## src/hw/rtl/ighp_pkg.sv

```systemverilog
// Shared types, codes and constants of the indexed grid min-heap.
`timescale 1ns / 1ps
package ighp_pkg;

   // Default geometry and key width.
   localparam int DEF_GRID_WIDTH  = 64;
   localparam int DEF_GRID_HEIGHT = 64;
   localparam int DEF_KEY_BITS    = 32;

   // Fixed field widths of the channels.
   localparam int COORD_BITS     = 6;
   localparam int CELL_BITS      = 2 * COORD_BITS;
   localparam int PKEY_BITS      = 32;
   localparam int COUNT_OUT_BITS = 13;

   // Request codes.
   localparam logic [1:0] REQ_INSERT = 2'd0;
   localparam logic [1:0] REQ_POP    = 2'd1;
   localparam logic [1:0] REQ_CLEAR  = 2'd2;

   // Response status codes.
   localparam logic [1:0] STAT_OK        = 2'd0;
   localparam logic [1:0] STAT_POP_EMPTY = 2'd1;
   localparam logic [1:0] STAT_FULL      = 2'd2;

   // Datapath operations issued by the controller, one per cycle.
   typedef enum logic [3:0] {
      DP_NOP,
      DP_LOAD_REQ,
      DP_FETCH_POS,
      DP_APPEND,
      DP_UP_READ,
      DP_UP_STEP,
      DP_DOWN_READ,
      DP_DOWN_STEP,
      DP_PLACE,
      DP_POP_READ,
      DP_POP_TAKE,
      DP_CLEAR,
      DP_RESPOND,
      DP_INIT_WRITE
   } dp_op_type;

   typedef struct packed {
      dp_op_type  op;
      logic [1:0] rsp_status;
   } dp_cmd_type;

   typedef struct packed {
      logic [1:0] req_kind;
      logic       in_grid;
      logic       present;
      logic       full;
      logic       empty;
      logic       last_one;
      logic       at_root;
      logic       up_move;
      logic       has_child;
      logic       down_move;
      logic       sweep_done;
   } dp_stat_type;

endpackage

```

## src/hw/rtl/ighp_ctrl.sv

```systemverilog
// Controller state machine of the indexed grid min-heap.
`timescale 1ns / 1ps
module ighp_ctrl import ighp_pkg::*; (
   input  logic        clock,
   input  logic        reset,
   input  logic        req_valid,
   output logic        req_ready,
   output logic        rsp_valid,
   input  logic        rsp_ready,
   input  dp_stat_type stat,
   output dp_cmd_type  cmd
);

   typedef enum logic [3:0] {
      S_INIT,
      S_IDLE,
      S_DISPATCH,
      S_CHECK,
      S_UP_TEST,
      S_UP_STEP,
      S_DOWN_TEST,
      S_DOWN_STEP,
      S_PLACE,
      S_POP_TAKE,
      S_RESPOND
   } state_type;

   state_type  state_ff, state_in;
   logic       rsp_valid_ff, rsp_valid_in;
   logic [1:0] rsp_status_ff, rsp_status_in;

   // Next state and the datapath operation for this cycle.
   always_comb begin
      state_in       = state_ff;
      rsp_status_in  = rsp_status_ff;
      rsp_valid_in   = rsp_valid_ff && !rsp_ready;
      cmd.op         = DP_NOP;
      cmd.rsp_status = rsp_status_ff;
      case (state_ff)
         S_INIT: begin
            cmd.op = DP_INIT_WRITE;
            if (stat.sweep_done) begin
               state_in = S_IDLE;
            end
         end
         S_IDLE: begin
            if (req_valid) begin
               cmd.op        = DP_LOAD_REQ;
               rsp_status_in = STAT_OK;
               state_in      = S_DISPATCH;
            end
         end
         S_DISPATCH: begin
            case (stat.req_kind)
               REQ_INSERT: begin
                  if (stat.in_grid) begin
                     cmd.op   = DP_FETCH_POS;
                     state_in = S_CHECK;
                  end else begin
                     state_in = S_RESPOND;
                  end
               end
               REQ_POP: begin
                  if (stat.empty) begin
                     rsp_status_in = STAT_POP_EMPTY;
                     state_in      = S_RESPOND;
                  end else begin
                     cmd.op   = DP_POP_READ;
                     state_in = S_POP_TAKE;
                  end
               end
               REQ_CLEAR: begin
                  cmd.op   = DP_CLEAR;
                  state_in = S_RESPOND;
               end
               default: begin
                  state_in = S_RESPOND;
               end
            endcase
         end
         S_CHECK: begin
            if (stat.present) begin
               state_in = S_UP_TEST;
            end else if (stat.full) begin
               rsp_status_in = STAT_FULL;
               state_in      = S_RESPOND;
            end else begin
               cmd.op   = DP_APPEND;
               state_in = S_UP_TEST;
            end
         end
         S_UP_TEST: begin
            if (stat.at_root) begin
               state_in = S_DOWN_TEST;
            end else begin
               cmd.op   = DP_UP_READ;
               state_in = S_UP_STEP;
            end
         end
         S_UP_STEP: begin
            cmd.op   = DP_UP_STEP;
            state_in = stat.up_move ? S_UP_TEST : S_DOWN_TEST;
         end
         S_DOWN_TEST: begin
            if (stat.has_child) begin
               cmd.op   = DP_DOWN_READ;
               state_in = S_DOWN_STEP;
            end else begin
               state_in = S_PLACE;
            end
         end
         S_DOWN_STEP: begin
            cmd.op   = DP_DOWN_STEP;
            state_in = stat.down_move ? S_DOWN_TEST : S_PLACE;
         end
         S_PLACE: begin
            cmd.op   = DP_PLACE;
            state_in = S_RESPOND;
         end
         S_POP_TAKE: begin
            cmd.op   = DP_POP_TAKE;
            state_in = stat.last_one ? S_RESPOND : S_DOWN_TEST;
         end
         S_RESPOND: begin
            // Load the output register once the previous transaction has left.
            if (!rsp_valid_ff || rsp_ready) begin
               cmd.op       = DP_RESPOND;
               rsp_valid_in = 1'b1;
               state_in     = S_IDLE;
            end
         end
         default: begin
            state_in = S_IDLE;
         end
      endcase
   end

   // State and registered outputs.
   always_ff @(posedge clock) begin
      if (reset) begin
         state_ff      <= S_INIT;
         rsp_valid_ff  <= 1'b0;
         rsp_status_ff <= STAT_OK;
      end else begin
         state_ff      <= state_in;
         rsp_valid_ff  <= rsp_valid_in;
         rsp_status_ff <= rsp_status_in;
      end
   end

   assign req_ready = state_ff == S_IDLE;
   assign rsp_valid = rsp_valid_ff;

endmodule

```

## config.mk

```make
export PLATFORM = sky130hd
export DESIGN_NAME = ighp_ctrl
export DESIGN_NICKNAME = d
export VERILOG_FILES = /design/src/hw/rtl/ighp_pkg.sv /design/src/hw/rtl/ighp_ctrl.sv
export SDC_FILE = /design/constraint.sdc
export NUM_CORES = 1
export LEC_CHECK = 0
export ABC_CLOCK_PERIOD_IN_PS = 2310
export BUFFER_PORTS_ARGS = -buffer_cell sky130_fd_sc_hd__buf_2
export CAP_MARGIN = 20
export CELL_PAD_IN_SITES_DETAIL_PLACEMENT = 0
export CELL_PAD_IN_SITES_GLOBAL_PLACEMENT = 1
export CORE_ASPECT_RATIO = 0.8
export CORE_UTILIZATION = 35
export DETAILED_ROUTE_END_ITERATION = 10
export PLACE_DENSITY_LB_ADDON = 0.1
export SYNTH_ARGS = -nofsm -noshare
export SYNTH_HDL_FRONTEND = slang
export SYNTH_SLANG_ARGS = --single-unit
```

## constraint.sdc

```tcl
create_clock -name clock -period 2.31 [get_ports clock]
set_input_delay 0 -clock clock [delete_from_list [all_inputs] [get_ports clock]]
set_output_delay 0 -clock clock [all_outputs]
set_load 0.02 [all_outputs]
```

# After elaboration in Yosys (flattened, before gate mapping)
# Cells that the tools add are included.
# totals
register_bits	7
latch_bits	0
mem_bits_rw	0
romBits	0
input_bits	16
out_inout_bits	8
word_cells	63
memories	0
# op_classes
addsub	0
multipliers	0
n_div	0
magnitude_cmp	0
eq_ne	19
shift	0
mux	32
n_bitwise	0
reduce_logical	9
# op_table
cell	n
$pmux 4 s11	2
$mux 4	11
$mux 2	11
$eq 4x3->1 const B	4
$ne 2x2->1 const B	7
$eq 4x4->1 const B	3
$pmux 4 s3	1
$eq 4x2->1 const B	2
$pmux 4 s2	1
$mux 3	2
$pmux 2 s3	1
$reduce_and 6->1	1
$eq 4x1->1 const B	1
$logic_not 4->1	1
$mux 1	3
$reduce_and 3->1	1
$reduce_bool 3->1	1
$eq 2x1->1 const B	1
$eq 2x2->1 const B	1
$logic_not 1->1	2
$logic_not 2->1	1
$logic_and 1x1->1	1
$logic_or 1x1->1	1

# Longest topological paths before layout
# Gate-level depths: netlist of run 1.
# logic_depth
word_depth	4
ltp_mapped	6
depth_no_buf	4

# Least setup slack after synthesis of run 1
# OpenSTA, ideal clock, no wires.
# synth_path
kind	reg-to-output
from	reg state_ff[3]
to	out cmd[5] (netlist name)
arrival_time_ns	1.286
required_time_ns	2.310
slack_ns	1.024
stages_incl_launch_ff	5
n_path_buf	1
path_cell_list	dfxtp_1 -> buf_4 -> nor2_1 -> and3_1 -> a2111oi_2
# synth_lines
element	line_no	source
start: declaration	ighp_ctrl.sv:28	state_type state_ff, state_in;
start signal: assignment	ighp_ctrl.sv:145	state_ff <= state_in;
end: declaration	ighp_ctrl.sv:11	output dp_cmd_type cmd

==> impl_metrics.env, run 1 <==
export IMPL_antenna_found_initial=0
export IMPL_cts_htree_levels=1
export IMPL_ant_nets=0
export IMPL_dp_hpwl_mm=1.48
export IMPL_cts_root_buf="clkbuf_4"
export IMPL_post_route_drc_count=0
export IMPL_ys_warn_count=0
export IMPL_switching_share_pct=40.3
export IMPL_slowest_delay_ns=0.80
export IMPL_synth_mux_area_share_pct=1.45
export IMPL_mostFrequentLayoutCell="buf_2"
export IMPL_leakagePower_nw=0.330
export IMPL_placed_area_um2=797
export IMPL_wl_mm=1.93
export IMPL_final_nets=138
export IMPL_grt_pass1_wl_mm=3.21
export IMPL_vias=806
export IMPL_hold_path_class="input port to flop"
export IMPL_synth_area_um2=688
export IMPL_fin_skew_ns=0.00296
export IMPL_synth_cells=100
export IMPL_drive_gt1_share_pct=24.8
export IMPL_design_area_um2=823
export IMPL_post_route_period_util_pct=88.9
export IMPL_io_buffers=23
export IMPL_p_switching_mw=0.189
export IMPL_ys_seq_area_share_pct=20.4
export IMPL_crit_fanout=22
export IMPL_synth_fp_nets=116
export IMPL_track_usage_pct=19.5
export IMPL_ff2ff_setup_slack_ns=0.63
export IMPL_synth_area_per_cell_um2=6.88
export IMPL_combPwrFrac_pct=40.9
export IMPL_synth_simple_area_share_pct=36.5
export IMPL_cpMaxStageDelayCell="dfxtp_1"
export IMPL_synth_compound_area_share_pct=33.5
export IMPL_cp_num_buf_inv=1
export IMPL_p_seq_share_pct=35.9
export IMPL_critPathKind="flop to output pin"
export IMPL_clock_sinks=7
export IMPL_fin_setup_tns_ns=0
export IMPL_cts_inserted_buffers=3
export IMPL_p_per_area_mw_per_mm2=569
export IMPL_ctsHoldBuffers=0
export IMPL_die_h_um=41.7
export IMPL_initialDrtViolationCount=18
export IMPL_core_mm2=0.00172
export IMPL_globalRoute_totalOverflow=0
export IMPL_post_cts_buffers=0
export IMPL_p_clk_share_pct=23.2
export IMPL_insertion_delay_ns=0.25
export IMPL_clk_path_buf_depth=2
export IMPL_gp_congestion=0.839
export IMPL_initial_utilization_pct=39.9
export IMPL_worst_slew_pin_slew_ns=0.748
export IMPL_grt_max_degree=23
export IMPL_viasPerCell=5.64
export IMPL_synthAdderAreaFrac_pct=0
export IMPL_grt_pass1_vias=692
export IMPL_synth_xor_area_share_pct=0
export IMPL_ys_flop_type="dfxtp_1"
export IMPL_hold_violations=0
export IMPL_grt_setup_unrepaired="no"
export IMPL_p_int_mw=0.279
export IMPL_num_io_pins=24
export IMPL_area_delta_synth_final_pct=19.6
export IMPL_die_x_um=51.6
export IMPL_startpoint_type="flop"
export IMPL_drt_pass1_iter_count=4
export IMPL_rows=13
export IMPL_post_drt_wl_per_cell_um=13.5
export IMPL_cts_tree="done"
export IMPL_synth_seq_cells=7
export IMPL_ys_types=35
export IMPL_layout_common_cells="23 x buf_2, 15 x nor2_1, 10 x a21oi_1"
export IMPL_setup_viol=0
export IMPL_cp_top_family="flip-flops"
export IMPL_dieArea_mm2=0.00215
export IMPL_slew_headroom_pct=50.1
export IMPL_drv_cap=0
export IMPL_synthArstFlopShare_pct=0
export IMPL_synth_edff_count=0
export IMPL_fin_crit_ns=2.05
export IMPL_final_core_util_pct=47.8
export IMPL_outcome="complete, no violations"
export IMPL_critPathArrivalTime_ns=2.05
export IMPL_ir_drop_mv=0.241
export IMPL_required_ns=2.31
export IMPL_synth_top_family_by_area="simple AND/OR/NAND/NOR gates"
export IMPL_max_freq_mhz=487
export IMPL_diodes=0
export IMPL_path_cells="nor2_1, o2111ai_1, a21oi_1, or3_1, buf_2"
export IMPL_cts_clk_slew_worst_paths_ns=0.05
export IMPL_finalMaxSlewViolations=0
export IMPL_post_cts_resize_count=0
export IMPL_crit_path_end_kind="output pin"
==> routing by layer <==
| metal | global-route usage (%) | up-vias | share of wire, % |
|---|---|---|---|
| met3 | 2.56 | 0 | 6.8 |
| met1 | 30.7 | 352 | 51 |
| li1 | - | 421 | - |
| met2 | 26.5 | 33 | 42 |
| met4 | 6.49 | 0 | 0 |
| met5 | 0 | - | 0 |
==> final cells by class <==
cell class,instances,area [um2]
Timing Repair Buffer,23,115
Sequential cell,7,140
Fill cell,193,901
Tap cell,22,27.5
Inverter,6,22.5
Clock buffer,4,26.3
Multi-Input combinational cell,81,492
==> Yosys cell counts, types with 2 or more instances <==
library cell | number | area, um2
and3_1 | 2 | 12.5
a311oi_1 | 2 | 17.5
inv_1 | 5 | 18.8
nand4bb_1 | 2 | 22.5
nand2_1 | 7 | 26.3
nor2_1 | 15 | 56.3
nand2b_1 | 4 | 25.0
nor3_1 | 2 | 10.0
nand3_1 | 4 | 20.0
a211oi_1 | 4 | 30.0
o21ai_0 | 6 | 30.0
a2111oi_0 | 2 | 17.5
nor4_1 | 3 | 18.8
buf_4 | 2 | 15.0
buf_2 | 3 | 15.0
o2111ai_1 | 2 | 17.5
or3_1 | 2 | 12.5
dfxtp_1 | 7 | 140
a21oi_1 | 10 | 50.1
==> flip-flops by register name, summed over array words and instances, names as in the netlist <==
signal / count
rsp_status_ff: 2
state_ff: 4
rsp_valid: 1
==> power groups by stage <==
stage / combinational (mW) / clock, mW / sequential, mW
after floorplan: 0.169 / 0 / 0.138
after global placement: 0.190 / 0 / 0.169
after detailed placement: 0.191 / 0 / 0.169
after CTS: 0.192 / 0.115 / 0.167
after global routing: 0.214 / 0.127 / 0.172
final: 0.191 / 0.109 / 0.168
==> worst paths after layout <==
check                    from          endpoint  cells past startpoint
max               state_ff[0]            cmd[3]                      5
min                     reset       state_ff[2]                      2
max reg2reg       state_ff[0]       state_ff[0]                      4
min reg2reg  rsp_status_ff[1]  rsp_status_ff[1]                      2
==> logic make-up (layout without fill, tap and decap cells) <==
group,Yosys count,count (layout)
flip-flops,7,7
AO/OA/AOI/OAI,33,33
AND/OR/NAND/NOR,47,47
multiplexers,1,1
buffers and inverters,12,33
==> stage by stage <==
step	instances	power [mW]	setup slack [ns]	hold slack, ns
after global placement	139	0.359	0.602	0.265
final	143	0.468	0.256	0.00720
after detailed placement	139	0.360	0.552	0.272
after floorplan	100	0.307	1.02	0.0691
after global routing	143	0.513	0.0969	0.00417
after CTS	143	0.473	0.269	0.00303
==> worst register-to-register path: stages (launching register included) <==
cell	delay (ns)
dfxtp_1	0.80
nand4bb_1	0.24
nor2_1	0.08
or3_1	0.35
a31oi_1	0.14
No activity file was read; power rests on OpenSTA's default activity.
==> run 2, diff against run 1 <==
--- a/config.mk
+++ b/config.mk
@@ -10,7 +10,7 @@
 export CAP_MARGIN = 20
 export CELL_PAD_IN_SITES_DETAIL_PLACEMENT = 0
 export CELL_PAD_IN_SITES_GLOBAL_PLACEMENT = 1
-export CORE_ASPECT_RATIO = 0.8
+export CORE_ASPECT_RATIO = 0.7
 export CORE_UTILIZATION = 35
 export DETAILED_ROUTE_END_ITERATION = 10
 export PLACE_DENSITY_LB_ADDON = 0.1
==> run 2 against run 1 <==
Against the previous run: global-route usage increased by 1.9 points; non-clock buffer count is 2 higher; die area barely moved; largest power group unchanged; final area is 2.1% higher; sequential share of layout area shrank 0.35 points; flip-flop and latch count unchanged; utilization decreased by 2.4 points; sequential power down 3%; clock power grew 5%; cell count up 1.4%; wire length grew 6.7%; clock-buffer cell count is the same; critical path type unchanged.
==> impl_metrics.env, run 2 (same netlist as run 1, synthesis figures left out) <==
export IMPL_outcome="complete, no violations"
export IMPL_post_route_period_util_pct=83.1
export IMPL_fillers=209
export IMPL_final_nets=140
export IMPL_multiInputGateArea_um2=492
export IMPL_grt_pass1_wl_mm=3.16
export IMPL_crit_path_end_kind="output pin"
export IMPL_crit_fanout=15
export IMPL_leakagePower_nw=0.339
export IMPL_post_cts_buffers=0
export IMPL_mostFrequentLayoutCell="buf_2"
export IMPL_globalRoute_totalOverflow=0
export IMPL_fin_setup_tns_ns=0
export IMPL_worst_slew_pin_slew_ns=0.622
export IMPL_startpoint_type="flop"
export IMPL_hold_violations=0
export IMPL_dieArea_mm2=0.00215
export IMPL_viasPerCell=5.82
export IMPL_critPathKind="flop to output pin"
export IMPL_die_x_um=55
export IMPL_post_drt_wl_per_cell_um=14.2
export IMPL_fin_skew_ns=0.00607
export IMPL_slowest_delay_ns=0.67
export IMPL_cp_num_buf_inv=1
export IMPL_drv_cap=0
export IMPL_setup_viol=0
export IMPL_grt_max_degree=21
export IMPL_dp_hpwl_mm=1.57
export IMPL_insertion_delay_ns=0.26
export IMPL_vias=844
export IMPL_slew_headroom_pct=58.5
export IMPL_clk_path_buf_depth=2
export IMPL_post_route_drc_count=0
export IMPL_initial_utilization_pct=37.1
export IMPL_register_area_um2=140
export IMPL_final_core_util_pct=45.3
export IMPL_max_freq_mhz=521
export IMPL_cpMaxStageDelayCell="dfxtp_1"
export IMPL_fin_crit_ns=1.92
export IMPL_finalMaxSlewViolations=0
export IMPL_critPathArrivalTime_ns=1.92
export IMPL_ir_drop_mv=0.329
export IMPL_die_h_um=39.1
export IMPL_cts_root_buf="clkbuf_4"
export IMPL_required_ns=2.31
export IMPL_antenna_found_initial=0
export IMPL_num_io_pins=24
export IMPL_ant_nets=0
export IMPL_hold_path_class="input port to flop"
export IMPL_io_buffers=23
export IMPL_path_cells="nor2_1, o2111ai_1, a21oi_1, or3_1, buf_2"
export IMPL_diodes=0
export IMPL_layout_common_cells="23 x buf_2, 15 x nor2_1, 10 x a21oi_1"
export IMPL_grt_pass1_vias=663
export IMPL_wl_mm=2.06
export IMPL_track_usage_pct=21.4
export IMPL_drive_gt1_share_pct=25.2
export IMPL_gp_congestion=0.896
export IMPL_cts_inserted_buffers=3
export IMPL_core_mm2=0.00185
export IMPL_grt_setup_unrepaired="no"
export IMPL_clock_sinks=7
export IMPL_drt_pass1_iter_count=4
export IMPL_top_register="state_ff"
export IMPL_p_per_area_mw_per_mm2=576
export IMPL_cp_top_family="flip-flops"
export IMPL_cts_clk_slew_worst_paths_ns=0.05
export IMPL_cts_tree="done"
export IMPL_ff2ff_setup_slack_ns=0.70
export IMPL_post_cts_resize_count=0
export IMPL_cts_htree_levels=1
export IMPL_initialDrtViolationCount=30
export IMPL_area_delta_synth_final_pct=22.2
export IMPL_rows=13
export IMPL_largest_reg_flops=4
[run 2: cell count changes in the layout (fill, tap and decap cells not counted), sizes merged]
| cell | before | now |
|---|---|---|
| buf | 23 | 24 |
| dlygate4sd3 | 0 | 1 |
[run 2: worst register-to-register path, stage by stage, from the launching register on]
cell	delay [ns]
dfxtp_1	0.71
nand4bb_1	0.24
nor2_1	0.09
or3_1	0.36
a31oi_1	0.13
[run 2: area by class of cell]
type | instances | area share, %
Sequential cell | 7 | 16.7
Clock buffer | 4 | 3.13
Timing Repair Buffer | 25 | 15.8
Multi-Input combinational cell | 81 | 58.5
Tap cell | 22 | 3.27
Inverter | 6 | 2.68
[run 2: timing repair]
item,CTS,global route
hold buffers,1,0
hold endpoints to repair,3,0
setup endpoints to repair,0,0
[run 2: routing by layer]
layer / vias up / GRT usage [%] / wire [um] / part of all wire, %
li1: 426 / - / - / -
met1: 380 / 31.7 / 1080 / 52
met2: 36 / 31.3 / 828 / 40
met3: 2 / 4.71 / 142 / 6.9
met4: 0 / 3.75 / 16 / 0.78
met5: - / 0 / 0 / 0
[run 2: report_power, final]
group | leakage, nW | internal [mW] | switching, mW
sequential | 0.0568 | 0.129 | 0.0338
clock | 0.0150 | 0.0661 | 0.0476
combinational | 0.267 | 0.0899 | 0.118
total | 0.339 | 0.285 | 0.199
[run 2: per-stage QoR]
step	hold slack, ns	instances	total power [mW]	cell area (um2)	worst slack (ns)
2_1_floorplan	0.0691	100	0.307	688	1.02
3_3_place_gp	0.270	140	0.375	805	0.632
3_5_place_dp	0.271	140	0.370	805	0.687
4_1_cts	0.115	145	0.489	841	0.378
5_1_grt	0.126	145	0.523	841	0.243
6_report	0.113	145	0.484	841	0.390
[run 2: worst paths after layout]
check	startpoint	end	cells past startpoint
worst max register to register	state_ff[2]	state_ff[0]	4
worst min-delay path	stat[5]	state_ff[2]	4
worst min register to register	rsp_status_ff[1]	rsp_status_ff[1]	2
worst max-delay path	state_ff[0]	cmd[3]	5
